### src/rtl/core/abrd_pkg.sv
// Shared types and constants of the amplitude band run detector.
// Holds the register map, the event record and the output queue sizing.
// No dependencies.
package abrd_pkg;

  localparam int MAX_BANDS   = 3;
  localparam int BAND_W      = 2;
  localparam int LIMIT_W     = 16;
  localparam int MAG_W       = 17;
  localparam int SAMPLE_W    = 16;
  localparam int THRESH_W    = 24;
  localparam int FIELD_W     = 32;
  localparam int REG_IDX_W   = 3;
  localparam int CFG_DATA_W  = 24;
  localparam int TDATA_IN_W  = 16;
  localparam int TDATA_OUT_W = 96;

  localparam int FIFO_DEPTH  = 4;
  localparam int FIFO_AW     = 2;
  localparam int FIFO_CW     = 3;

  localparam logic [REG_IDX_W-1:0] REG_BAND0_LOW  = 3'd0;
  localparam logic [REG_IDX_W-1:0] REG_BAND0_HIGH = 3'd1;
  localparam logic [REG_IDX_W-1:0] REG_BAND1_LOW  = 3'd2;
  localparam logic [REG_IDX_W-1:0] REG_BAND1_HIGH = 3'd3;
  localparam logic [REG_IDX_W-1:0] REG_BAND2_LOW  = 3'd4;
  localparam logic [REG_IDX_W-1:0] REG_BAND2_HIGH = 3'd5;
  localparam logic [REG_IDX_W-1:0] REG_GAP_LIMIT  = 3'd6;
  localparam logic [REG_IDX_W-1:0] REG_MIN_CHUNK  = 3'd7;

  typedef struct packed {
    logic [BAND_W-1:0]  band;
    logic [FIELD_W-1:0] start_index;
    logic [FIELD_W-1:0] run_length;
    logic [FIELD_W-1:0] event_number;
    logic               last;
  } abrd_event_t;

endpackage

### src/rtl/core/abrd_ram.sv
// Generic single-port-write, single-port-read RAM with a registered read.
// Width and depth are parameters. No dependencies.
module abrd_ram #(
  parameter int WIDTH = 8,
  parameter int DEPTH = 4
) (
  input  logic                                  clk,
  input  logic                                  we,
  input  logic [(DEPTH > 1 ? $clog2(DEPTH) : 1)-1:0] waddr,
  input  logic [WIDTH-1:0]                      wdata,
  input  logic                                  re,
  input  logic [(DEPTH > 1 ? $clog2(DEPTH) : 1)-1:0] raddr,
  output logic [WIDTH-1:0]                      rdata
);

  logic [WIDTH-1:0] mem [DEPTH];

  always_ff @(posedge clk) begin
    if (we) begin
      mem[waddr] <= wdata;
    end
    if (re) begin
      rdata <= mem[raddr];
    end
  end

endmodule

### src/rtl/core/amplitude_band_run_detector.sv
// Top level of the amplitude band run detector.
// Depends on abrd_pkg for the register map and event record, and on abrd_ram for band state.
//
// Samples enter on the s_axis channel, one signed 16-bit sample per transaction.
// Each band's run state (open flag, start index, last in-band index) lives in a
// small RAM with one entry per band. A sample visits the bands in ascending order,
// one band per cycle while the output queue has room: the entry is read in one
// cycle and updated and written back in the next. The next sample is accepted
// while the last band of the current one is being read, but its first band is not
// read while the last band of the previous sample is being updated. That pause
// keeps reads of an entry clear of its pending write and lets the final event of
// a sample leave with its last flag. Events leave on the m_axis channel from a
// four-entry queue. When the receiver stalls, the queue fills and the band
// sequencer stops before it could overflow, which in turn holds s_axis_tready
// low. The cfg channel is always ready and writes one register per transaction.
// Reset clears the sample and event counters, all band states, all registers and
// the queue; the block accepts samples from the first cycle after reset.
module amplitude_band_run_detector #(
  parameter int COUNT_WIDTH = 32,
  parameter int NUM_BANDS   = 3
) (
  input  logic                               clk,
  input  logic                               rst,
  input  logic                               s_axis_tvalid,
  output logic                               s_axis_tready,
  // sample [15:0]
  input  logic [abrd_pkg::TDATA_IN_W-1:0]    s_axis_tdata,
  output logic                               m_axis_tvalid,
  input  logic                               m_axis_tready,
  // start_index [31:0], run_length [63:32], event_number [95:64]
  output logic [abrd_pkg::TDATA_OUT_W-1:0]   m_axis_tdata,
  // band [1:0]
  output logic [abrd_pkg::BAND_W-1:0]        m_axis_tuser,
  output logic                               m_axis_tlast,
  input  logic                               cfg_valid,
  output logic                               cfg_ready,
  input  logic [abrd_pkg::REG_IDX_W-1:0]     cfg_index,
  input  logic [abrd_pkg::CFG_DATA_W-1:0]    cfg_data
);

  import abrd_pkg::*;

  localparam int BW     = (NUM_BANDS > 1) ? $clog2(NUM_BANDS) : 1;
  localparam int CW     = COUNT_WIDTH;
  localparam int CMPW   = (CW > THRESH_W) ? CW : THRESH_W;
  localparam int ENT_W  = 2 * CW + 1;

  // Configuration registers.
  logic [LIMIT_W-1:0]  band_lo [MAX_BANDS];
  logic [LIMIT_W-1:0]  band_hi [MAX_BANDS];
  logic [THRESH_W-1:0] gap_limit;
  logic [THRESH_W-1:0] min_chunk;

  assign cfg_ready = 1'b1;

  always_ff @(posedge clk) begin
    if (rst) begin
      for (int i = 0; i < MAX_BANDS; i++) begin
        band_lo[i] <= '0;
        band_hi[i] <= '0;
      end
      gap_limit <= '0;
      min_chunk <= '0;
    end else if (cfg_valid && cfg_ready) begin
      case (cfg_index)
        REG_BAND0_LOW:  band_lo[0] <= cfg_data[LIMIT_W-1:0];
        REG_BAND0_HIGH: band_hi[0] <= cfg_data[LIMIT_W-1:0];
        REG_BAND1_LOW:  band_lo[1] <= cfg_data[LIMIT_W-1:0];
        REG_BAND1_HIGH: band_hi[1] <= cfg_data[LIMIT_W-1:0];
        REG_BAND2_LOW:  band_lo[2] <= cfg_data[LIMIT_W-1:0];
        REG_BAND2_HIGH: band_hi[2] <= cfg_data[LIMIT_W-1:0];
        REG_GAP_LIMIT:  gap_limit  <= cfg_data;
        REG_MIN_CHUNK:  min_chunk  <= cfg_data;
        default: ;
      endcase
    end
  end

  // Read stage: holds the current sample and walks the bands.
  logic          a_valid;
  logic [MAG_W-1:0] a_mag;
  logic [CW-1:0] a_now;
  logic [BW-1:0] a_band;
  logic          a_issue;
  logic          a_done;
  logic [CW-1:0] sample_index;
  logic [MAG_W-1:0] in_mag;
  logic [SAMPLE_W-1:0] raw;

  // Update stage.
  logic          b_valid;
  logic [MAG_W-1:0] b_mag;
  logic [CW-1:0] b_now;
  logic [BW-1:0] b_band;
  logic          b_final;

  // Pending event and output queue.
  logic          pend_valid;
  logic          pend_last;
  abrd_event_t   pend_ev;
  abrd_event_t   fifo_mem [FIFO_DEPTH];
  logic [FIFO_AW-1:0] wr_ptr;
  logic [FIFO_AW-1:0] rd_ptr;
  logic [FIFO_CW-1:0] fifo_count;
  logic          push;
  logic          pop;
  abrd_event_t   push_ev;
  logic          credit_ok;

  assign raw    = s_axis_tdata[SAMPLE_W-1:0];
  assign in_mag = raw[SAMPLE_W-1] ? (MAG_W'(17'h10000) - {1'b0, raw}) : {1'b0, raw};

  assign credit_ok = (fifo_count + FIFO_CW'(pend_valid) + FIFO_CW'(b_valid)
                      + FIFO_CW'(1)) <= FIFO_CW'(FIFO_DEPTH);
  assign a_issue   = a_valid && !(b_valid && b_final) && credit_ok;
  assign a_done    = a_issue && (a_band == BW'(NUM_BANDS - 1));
  assign s_axis_tready = !a_valid || a_done;

  always_ff @(posedge clk) begin
    if (rst) begin
      a_valid      <= 1'b0;
      a_band       <= '0;
      sample_index <= '0;
    end else begin
      if (s_axis_tvalid && s_axis_tready) begin
        a_valid      <= 1'b1;
        a_band       <= '0;
        sample_index <= sample_index + CW'(1);
      end else if (a_done) begin
        a_valid <= 1'b0;
        a_band  <= '0;
      end else if (a_issue) begin
        a_band <= a_band + BW'(1);
      end
    end
  end

  always_ff @(posedge clk) begin
    if (s_axis_tvalid && s_axis_tready) begin
      a_mag <= in_mag;
      a_now <= sample_index;
    end
  end

  always_ff @(posedge clk) begin
    if (rst) begin
      b_valid <= 1'b0;
    end else begin
      b_valid <= a_issue;
    end
  end

  always_ff @(posedge clk) begin
    if (a_issue) begin
      b_mag   <= a_mag;
      b_now   <= a_now;
      b_band  <= a_band;
      b_final <= (a_band == BW'(NUM_BANDS - 1));
    end
  end

  // Band state memory.
  logic [ENT_W-1:0] rd_data;
  logic [ENT_W-1:0] wr_data;
  logic [NUM_BANDS-1:0] ent_valid;

  abrd_ram #(
    .WIDTH (ENT_W),
    .DEPTH (NUM_BANDS)
  ) u_band_ram (
    .clk   (clk),
    .we    (b_valid),
    .waddr (b_band),
    .wdata (wr_data),
    .re    (a_issue),
    .raddr (a_band),
    .rdata (rd_data)
  );

  always_ff @(posedge clk) begin
    if (rst) begin
      ent_valid <= '0;
    end else if (b_valid) begin
      ent_valid[b_band] <= 1'b1;
    end
  end

  // Band update logic.
  logic [ENT_W-1:0]   ent;
  logic               cur_active;
  logic [CW-1:0]      cur_start;
  logic [CW-1:0]      cur_last_in;
  logic [LIMIT_W-1:0] lo;
  logic [LIMIT_W-1:0] hi;
  logic               in_band;
  logic [CW-1:0]      gap;
  logic [CW-1:0]      since;
  logic               close_run;
  logic               emit;
  logic [CW-1:0]      event_count;
  abrd_event_t        new_ev;

  assign ent         = ent_valid[b_band] ? rd_data : '0;
  assign cur_active  = ent[ENT_W-1];
  assign cur_start   = ent[2*CW-1:CW];
  assign cur_last_in = ent[CW-1:0];
  assign lo          = band_lo[BAND_W'(b_band)];
  assign hi          = band_hi[BAND_W'(b_band)];
  assign in_band     = (MAG_W'(lo) <= b_mag) && (b_mag <= MAG_W'(hi));
  assign gap         = b_now - cur_last_in;
  assign since       = b_now - cur_start;
  assign close_run   = !in_band && cur_active
                       && ((lo == '0) || (CMPW'(gap) > CMPW'(gap_limit)));
  assign emit        = close_run && (CMPW'(since) >= CMPW'(min_chunk));

  always_comb begin
    if (in_band) begin
      wr_data = {1'b1, (cur_active ? cur_start : b_now), b_now};
    end else if (close_run) begin
      wr_data = {1'b0, cur_start, cur_last_in};
    end else begin
      wr_data = ent;
    end
  end

  always_comb begin
    new_ev.band         = BAND_W'(b_band);
    new_ev.start_index  = FIELD_W'(cur_start);
    new_ev.run_length   = FIELD_W'(cur_last_in - cur_start);
    new_ev.event_number = FIELD_W'(event_count);
    new_ev.last         = 1'b0;
  end

  always_ff @(posedge clk) begin
    if (rst) begin
      event_count <= '0;
    end else if (b_valid && emit) begin
      event_count <= event_count + CW'(1);
    end
  end

  // The newest event waits in a holding register until it is known whether
  // a later band of the same sample adds another event.
  always_comb begin
    push    = 1'b0;
    push_ev = pend_ev;
    if (pend_valid && pend_last) begin
      push         = 1'b1;
      push_ev.last = 1'b1;
    end else if (b_valid && emit && pend_valid) begin
      push         = 1'b1;
      push_ev.last = 1'b0;
    end
  end

  always_ff @(posedge clk) begin
    if (rst) begin
      pend_valid <= 1'b0;
      pend_last  <= 1'b0;
    end else begin
      if (pend_valid && pend_last) begin
        pend_valid <= 1'b0;
        pend_last  <= 1'b0;
      end
      if (b_valid) begin
        if (emit) begin
          pend_valid <= 1'b1;
        end
        if (b_final && (emit || pend_valid)) begin
          pend_last <= 1'b1;
        end
      end
    end
  end

  always_ff @(posedge clk) begin
    if (b_valid && emit) begin
      pend_ev <= new_ev;
    end
  end

  assign pop = m_axis_tvalid && m_axis_tready;

  always_ff @(posedge clk) begin
    if (rst) begin
      wr_ptr     <= '0;
      rd_ptr     <= '0;
      fifo_count <= '0;
    end else begin
      if (push) begin
        wr_ptr <= wr_ptr + FIFO_AW'(1);
      end
      if (pop) begin
        rd_ptr <= rd_ptr + FIFO_AW'(1);
      end
      fifo_count <= fifo_count + FIFO_CW'(push) - FIFO_CW'(pop);
    end
  end

  always_ff @(posedge clk) begin
    if (push) begin
      fifo_mem[wr_ptr] <= push_ev;
    end
  end

  abrd_event_t head_ev;

  assign head_ev       = fifo_mem[rd_ptr];
  assign m_axis_tvalid = (fifo_count != '0);
  assign m_axis_tdata  = {head_ev.event_number, head_ev.run_length, head_ev.start_index};
  assign m_axis_tuser  = head_ev.band;
  assign m_axis_tlast  = head_ev.last;

endmodule
### config.mk
export PLATFORM = sky130hd
export DESIGN_NAME = amplitude_band_run_detector
export DESIGN_NICKNAME = d
export VERILOG_FILES = /design/src/rtl/core/abrd_pkg.sv /design/src/rtl/core/abrd_ram.sv /design/src/rtl/core/amplitude_band_run_detector.sv
export SDC_FILE = /design/constraint.sdc
export NUM_CORES = 2
export LEC_CHECK = 0
export ABC_CLOCK_PERIOD_IN_PS = 7500
export BUFFER_PORTS_ARGS = -buffer_cell sky130_fd_sc_hd__clkbuf_2
export CELL_PAD_IN_SITES_DETAIL_PLACEMENT = 0
export CELL_PAD_IN_SITES_GLOBAL_PLACEMENT = 1
export CORE_ASPECT_RATIO = 1.5
export CORE_UTILIZATION = 49
export CTS_BUF_LIST = sky130_fd_sc_hd__clkbuf_4
export DETAILED_ROUTE_END_ITERATION = 7
export GPL_TIMING_DRIVEN = 0
export PLACE_DENSITY = 0.82
export SLEW_MARGIN = 20
export SYNTH_ARGS = -nofsm -noshare
export SYNTH_HDL_FRONTEND = slang
export SYNTH_SLANG_ARGS = --single-unit
### constraint.sdc
create_clock -name clk -period 7.5 [get_ports clk]
set_clock_uncertainty 0.15 [all_clocks]
set_input_delay 0.375 -clock clk [delete_from_list [all_inputs] [get_ports clk]]
set_output_delay 0.375 -clock clk [all_outputs]
set_load 0.01 [all_outputs]
# ---- After elaboration in Yosys (flattened, before gate mapping)
# Memory sizes are Yosys's and may differ from the RTL's. A register that Yosys moved wholly into a read port is not among the register bits.
# Index checks and enable logic that the tools add are counted.
dict set report totals {
  mem_bits_rw 687
  reg_bits 327
  wordCells 152
  out_inout_bits 102
  memories 4
}
dict set report op_classes {
  addsub 14
  bitwise 7
  n_reduce_logical 28
  n_lt_le_gt_ge 7
  n_mux 60
  eq_ne 8
}
# name words word_bits rd rd_ports_with_merged_regs write_ports line_no
set memory_table {}
lappend memory_table {fifo_mem 4 99 1 1 1 amplitude_band_run_detector.sv:101} ;# abrd_event_t fifo_mem [FIFO_DEPTH];
lappend memory_table {u_band_ram.mem 3 65 1 1 1 abrd_ram.sv:16} ;# logic [WIDTH-1:0] mem [DEPTH];
lappend memory_table {band_hi 3 16 1 1 3 amplitude_band_run_detector.sv:50} ;# logic [LIMIT_W-1:0] band_hi [MAX_BANDS];
lappend memory_table {band_lo 3 16 1 1 3 amplitude_band_run_detector.sv:49} ;# logic [LIMIT_W-1:0] band_lo [MAX_BANDS];
# cell count
set op_table {}
lappend op_table {{65-bit two-way mux} 3}
lappend op_table {{16-bit two-way mux} 6}
lappend op_table {{32-bit subtractor} 3}
lappend op_table {{32-bit by 1-bit adder with 32-bit output (second input constant)} 2}
lappend op_table {{1-bit two-way mux} 43}
lappend op_table {{32-bit by 24-bit >= comparator with 1-bit output} 1}
lappend op_table {{32-bit by 24-bit greater-than comparator with 1-bit output} 1}
lappend op_table {{32-bit two-way mux} 1}
lappend op_table {{16-bit by 17-bit <= comparator with 1-bit output} 1}
lappend op_table {{17-bit by 16-bit <= comparator with 1-bit output} 1}
lappend op_table {{17-bit by 16-bit subtractor with 17-bit output (first input constant)} 1}
lappend op_table {{16-bit logical NOT} 1}
lappend op_table {{1-bit logical AND} 15}
lappend op_table {{15-bit two-way mux} 1}
lappend op_table {{3-bit equality test (second input constant)} 4}
lappend op_table {{3-bit by 1-bit adder with 3-bit output} 3}
lappend op_table {{2-bit two-way mux} 4}
lappend op_table {{2-bit by 1-bit adder with 2-bit output (second input constant)} 3}
lappend op_table {{3-bit by 2-bit equality test with 1-bit output (second input constant)} 2}
lappend op_table {{1-bit OR} 6}
lappend op_table {{2-bit AND reduction} 2}
lappend op_table {{3-bit by 1-bit adder with 3-bit output (second input constant)} 1}
lappend op_table {{3-bit by 1-bit equality test with 1-bit output (second input constant)} 1}
lappend op_table {{3-bit <= comparator (second input constant)} 1}
lappend op_table {{13 further kinds} 17}

# ---- Longest topological paths before layout
dict set report logic_depth {
  ltp_word 14
  depth_mapped 37
  mapped_depth_nobuf 34
}

# ---- Modules after synthesis
# Synthesis repeated with hierarchy kept, for this count alone.
dict set report hier_totals {
  cells_unflattened 3343
  area_unflattened_um2 47194.0
}
# mod area_each_um2 n_inst cells_each
set modules_own_cells {}
lappend modules_own_cells {amplitude_band_run_detector 37956.4 1 2864}
lappend modules_own_cells {abrd_ram 9237.6 1 479}

# ---- Least setup slack after synthesis
# OpenSTA, ideal clock, no wires.
dict set report synth_timing {
  path_type {flip-flop to flip-flop}
  from {reg b_band[1]}
  to {mem fifo_mem[1][0] (netlist name), enable pin}
  path_slack_ns -0.486
  arrival_time_ns 7.366
  stages_incl_launch_ff 27
  path_buffers 3
  path_cell_list {edfxtp_1 and2b_1 o2bb2ai_2 clkbuf_1 buf_1 nand2_1 ha_1 a21o_1 nand2_1 o21ai_0 o21a_1 o21ai_0 nand2b_1 a21oi_1 xnor2_1 ha_1 nand4_1 or4_1 a21o_1 a31oi_1 o21ai_0 and3_1 nand4_1 or4_1 clkbuf_1 a41o_1 and3_1}
}
dict set report synth_via {
  elab_chain_len 14
  elab_cells_between_ends 17
  cone_classes {add/sub (2); order compare (2); mux (7); reduce/logical (6)}
}
# element line_no
set synth_lines {}
lappend synth_lines {{start: declaration} amplitude_band_run_detector.sv:94} ;# logic [BW-1:0] b_band;
lappend synth_lines {{start signal: assignment} amplitude_band_run_detector.sv:157} ;# b_band <= a_band;
lappend synth_lines {{1-bit binary-select mux with 2-bit select *} amplitude_band_run_detector.sv:203} ;# assign ent = ent_valid[b_band] ? rd_data : '0;
lappend synth_lines {{1-bit two-way mux (not written as such) *} amplitude_band_run_detector.sv:203}
lappend synth_lines {{65-bit two-way mux *} amplitude_band_run_detector.sv:203}
lappend synth_lines {{32-bit subtractor} amplitude_band_run_detector.sv:210} ;# assign gap = b_now - cur_last_in;
lappend synth_lines {{32-bit by 24-bit greater-than comparator with 1-bit output} amplitude_band_run_detector.sv:213} ;# && ((lo == '0) || (CMPW'(gap) > CMPW'(gap_limit)));
lappend synth_lines {{1-bit logical OR} amplitude_band_run_detector.sv:213}
lappend synth_lines {{1-bit logical AND} amplitude_band_run_detector.sv:213}
lappend synth_lines {{1-bit logical AND *} amplitude_band_run_detector.sv:214} ;# assign emit = close_run && (CMPW'(since) >= CMPW'(min_chunk));
lappend synth_lines {{1-bit logical AND * (2 in series)} amplitude_band_run_detector.sv:250} ;# end else if (b_valid && emit && pend_valid) begin
lappend synth_lines {{1-bit two-way mux *} amplitude_band_run_detector.sv:250}
lappend synth_lines {{1-bit two-way mux *} amplitude_band_run_detector.sv:247} ;# if (pend_valid && pend_last) begin
lappend synth_lines {{1-bit two-way mux *} amplitude_band_run_detector.sv:301} ;# if (push) begin
lappend synth_lines {{1-bit two-way mux (not written as such) *} amplitude_band_run_detector.sv:302} ;# fifo_mem[wr_ptr] <= push_ev;
lappend synth_lines {{end: declaration} amplitude_band_run_detector.sv:101}
# Mark *: on every way between the ends. The rest lies on a longest branch, timed or not. The select of a mux whose other input is x is not followed.

# ---- Final worst setup path
dict set report layout_timing {
  from {reg b_band[1]}
  to {reg fifo_count[2]}
}
dict set report layout_via {
  elab_chain_len 14
  elab_cells_between_ends 17
  cone_classes {add/sub (4); order compare (2); mux (5); reduce/logical (6)}
}
# element line_no
set layout_lines {}
lappend layout_lines {{1-bit binary-select mux with 2-bit select *} amplitude_band_run_detector.sv:203}
lappend layout_lines {{1-bit two-way mux (not written as such) *} amplitude_band_run_detector.sv:203}
lappend layout_lines {{65-bit two-way mux *} amplitude_band_run_detector.sv:203}
lappend layout_lines {{32-bit subtractor} amplitude_band_run_detector.sv:210}
lappend layout_lines {{32-bit by 24-bit greater-than comparator with 1-bit output} amplitude_band_run_detector.sv:213}
lappend layout_lines {{1-bit logical OR} amplitude_band_run_detector.sv:213}
lappend layout_lines {{1-bit logical AND} amplitude_band_run_detector.sv:213}
lappend layout_lines {{1-bit logical AND *} amplitude_band_run_detector.sv:214}
lappend layout_lines {{1-bit logical AND * (2 in series)} amplitude_band_run_detector.sv:250}
lappend layout_lines {{1-bit two-way mux *} amplitude_band_run_detector.sv:250}
lappend layout_lines {{1-bit two-way mux *} amplitude_band_run_detector.sv:247}
lappend layout_lines {{3-bit by 1-bit adder with 3-bit output *} amplitude_band_run_detector.sv:296} ;# fifo_count <= fifo_count + FIFO_CW'(push) - FIFO_CW'(pop);
lappend layout_lines {{3-bit by 1-bit subtractor with 3-bit output *} amplitude_band_run_detector.sv:296}
lappend layout_lines {{end signal: assignment} amplitude_band_run_detector.sv:296}
lappend layout_lines {{end: declaration} amplitude_band_run_detector.sv:104} ;# logic [FIFO_CW-1:0] fifo_count;
# Marked as above.
# A chain may end at the register's enable or synchronous reset.

==> qor.yml <==
critical_path:
  worstPathMaxFanout: 10
  timing.rr.start: "b_band[1]"
  cp-endpoint: "fifo_count[2]"
  crit_path_end_kind: "flip-flop"
  rrSetupSlack_ps: 200
  timing.critical_path.from: "b_band[1]"
  max_stage_delay_ps: 590
  crit_buf_inv: 6
  rr_worst_depth: 32
  critPathKind: "reg2reg"
  required_ps: 8320
  startpoint_type: "flip-flop"
  crit_arrival_ps: 8120
  cp_slowest_cell: "or4_4"
  cp.depth: 32
  path_delay_family: "simple AND/OR/NAND/NOR gates"
  r2r_end: "fifo_count[2]"
  crit_top_cell: "ha_1"
yosys:
  ys_warn_count: 0
  synth_nets: 3637
  seq_area_frac_synth: 0.658
  syn_area_per_cell_um2: 14.0
  syn-cell-area_um2: 47400
  synth.distinct_cells: 86
  ys_async_sr_fraction: 0
  synth_edf_count: 951
  syn_inst: 3398
  synthFlopType: "edfxtp_1"
  synth-seq-cells: 1083
pwr:
  power_density_nw_per_um2: 274
  irDropWorstVdd_mv: 0.173
  power_leakage_nw: 19.7
sta:
  maxSlewViolCount: 0
  max_slew_margin: 0.236
  finalHoldViolations: 0
  period_share: 0.973
  post-route-min-period_ps: 7300
  finalSetupViolations: 0
  setup_tns_ps: 0
  max_freq_ghz: 0.137
  worst_pin_slew_ps: 1150
cts:
  clkSinkCount: 1083
  numCtsBuffers: 238
  cts.clk_slew.worst_paths_ps: 70
  clock_latency_ps: 1200
  clockRootBuffer: "clkbuf_4"
  htree_levels: 4
  cts_tree: "done"
  cts_max_path_buffers: 3
placement:
  dp.cells: 4847
  place.gp.congestion: 0.897
  port_buffers: 148
  post-dp-hpwl_mm: 80.9
routing:
  dr_total_vias: 30300
  ant_nets: 0
  wirelength_mm: 116
  wire_per_inst_um: 21.3
  dr.pass1.iters: 6
  drc_errors: 0
  drt_iter0_markers: 2015
  avgViaCountPerCell: 5.57
global_route:
  grt_pass1_wl_mm: 175
  antenna_found_initial: 2
  grt_max_degree: 67
  grt_pass1_vias: 30900
  grt_overflow_total: 0
  grt_usage: 0.236
cells_and_area:
  area_growth_pct: 17.2
  final_layout_size_suffix_gt1_frac: 0.209
  stdcell_count: 5447
  layout_commonest_cell: "edfxtp_1"
  fin_util: 0.580
  seqCellArea_um2: 31200
  finalNetCount: 4223
  fillers: 7648
  multiInputGateArea_um2: 15500
  final_cell_mix: "951 x edfxtp_1, 355 x nand2_1, 341 x clkbuf_4"
floorplanning:
  die_x_um: 256
  core-area_um2: 95800
  rows: 139
  die_area_um2: 98000
  pin_count: 150
  start_util: 0.495
  die_h_um: 383
job:
  cap_violations: 0
min_path:
  min_path_type: "in2reg"
run_status:
  status: "finished, final reports clean"
-- cell usage after synthesis (22+ instances only) --
| cell | number | area, um2 |
|---|---|---|
| dfxtp_1 | 132 | 2640 |
| mux4_2 | 99 | 2230 |
| inv_1 | 168 | 631 |
| nand2b_1 | 24 | 150 |
| xor2_1 | 51 | 447 |
| mux2_2 | 38 | 428 |
| a22o_1 | 29 | 254 |
| nand4_1 | 45 | 282 |
| and3_1 | 22 | 138 |
| a21oi_1 | 193 | 966 |
| and2_1 | 47 | 294 |
| xnor2_1 | 59 | 517 |
| edfxtp_1 | 951 | 28600 |
| nor2_1 | 148 | 556 |
| clkbuf_1 | 88 | 330 |
| ha_1 | 186 | 2330 |
| nor2b_1 | 24 | 150 |
| or3_1 | 28 | 175 |
| o21ai_0 | 180 | 901 |
| a21o_1 | 40 | 300 |
| buf_1 | 27 | 101 |
| mux2i_1 | 106 | 1060 |
| nand2_1 | 368 | 1380 |
| nand3_1 | 57 | 285 |
-- timing repair --
item | in CTS | in global routing
hold buffers | 136 | 0
gates resized for setup | 42 | 89
pin swaps | 11 | 32
setup buffers | 16 | 21
hold endpoints to repair | 271 | 0
endpoints found under the setup margin | 536 | 215
-- how the worst min path moves through the flow --
stage                 start           end  slack, ps  cells past startpoint
2_1_floorplan      a_mag[0]      b_mag[0]        250                      0
3_3_place_gp      a_now[19]     b_now[19]        250                      0
3_5_place_dp      a_mag[10]     b_mag[10]        250                      0
4_1_cts        cfg_index[0]  gap_limit[2]         10                      5
5_1_grt        cfg_index[0]  gap_limit[0]         80                      5
6_report       cfg_index[0]  gap_limit[0]        170                      5
-- sequential cells by signal, indices dropped and copies added (netlist names), 17 cells and up, named ones only --
register          cells
gap_limit            24
b_mag                17
fifo_mem            396
pend_ev              98
min_chunk            24
band_lo              48
a_mag                17
b_now                32
band_hi              48
u_band_ram.rdata     65
sample_index         32
event_count          32
a_now                32
u_band_ram.mem      195
-- layer usage --
layer,track usage,wire (um),vias up
met3,0.0440,5790,235
met5,0,0,-
met2,0.427,60300,998
met4,0.104,4730,0
met1,0.272,45000,14900
li1,-,-,14200
-- metrics by stage --
step | setup WS (ps) | hold WS, ps | area [um2] | power, mW
global route | -46.0 | 82.8 | 55600 | 15.9
finish | 200 | 173 | 55600 | 15.2
detailed placement | -1830 | 255 | 50300 | 10.5
CTS | 6.07 | 10.4 | 55000 | 15.2
floorplan | 17.6 | 250 | 47400 | 9.47
global placement | -3030 | 251 | 49700 | 10.5
-- area by class of cell --
cell class                 count  share of cell area
sequential                  1083               0.561
multi-input combinational   2019               0.279
timing repair buffer         353              0.0525
clock buffer                 339              0.0458
tap                         1269              0.0286
inverter                     169              0.0116
buffer                       120              0.0104
clock inverter                88              0.0104
antenna                        7            0.000315
-- cells by family (layout without fill, tap and decap cells) --
group                      count (synthesis)  in the layout  share of synthesized area
AOI/OAI and AO/OA                        621            621                     0.0824
adders and majority gates                191            191                     0.0512
muxes                                    245            245                     0.0790
and+or+nand+nor                          850            850                     0.0847
DFF                                     1083           1083                      0.658
xor gates and xnor gates                 110            110                     0.0203
buffers and inverters                    296           1069                     0.0240
other                                      2              9                   0.000158
-- worst register-to-register path: cells and delay by family, from the launching register on --
kind,cells,cell delay [ps]
flops,1,470
fa+ha+maj,5,1370
buf+inv,6,780
xor+xnor,2,330
compound gates,6,950
simple gates,13,3060
-- report_power, final --
| group | switching, mW | total [mW] | internal (mW) |
|---|---|---|---|
| clock | 2.29 | 4.57 | 2.28 |
| combinational | 2.06 | 3.56 | 1.50 |
| sequential | 0.154 | 7.07 | 6.92 |
| total | 4.51 | 15.2 | 10.7 |
No activity file was read; power rests on OpenSTA's default activity.
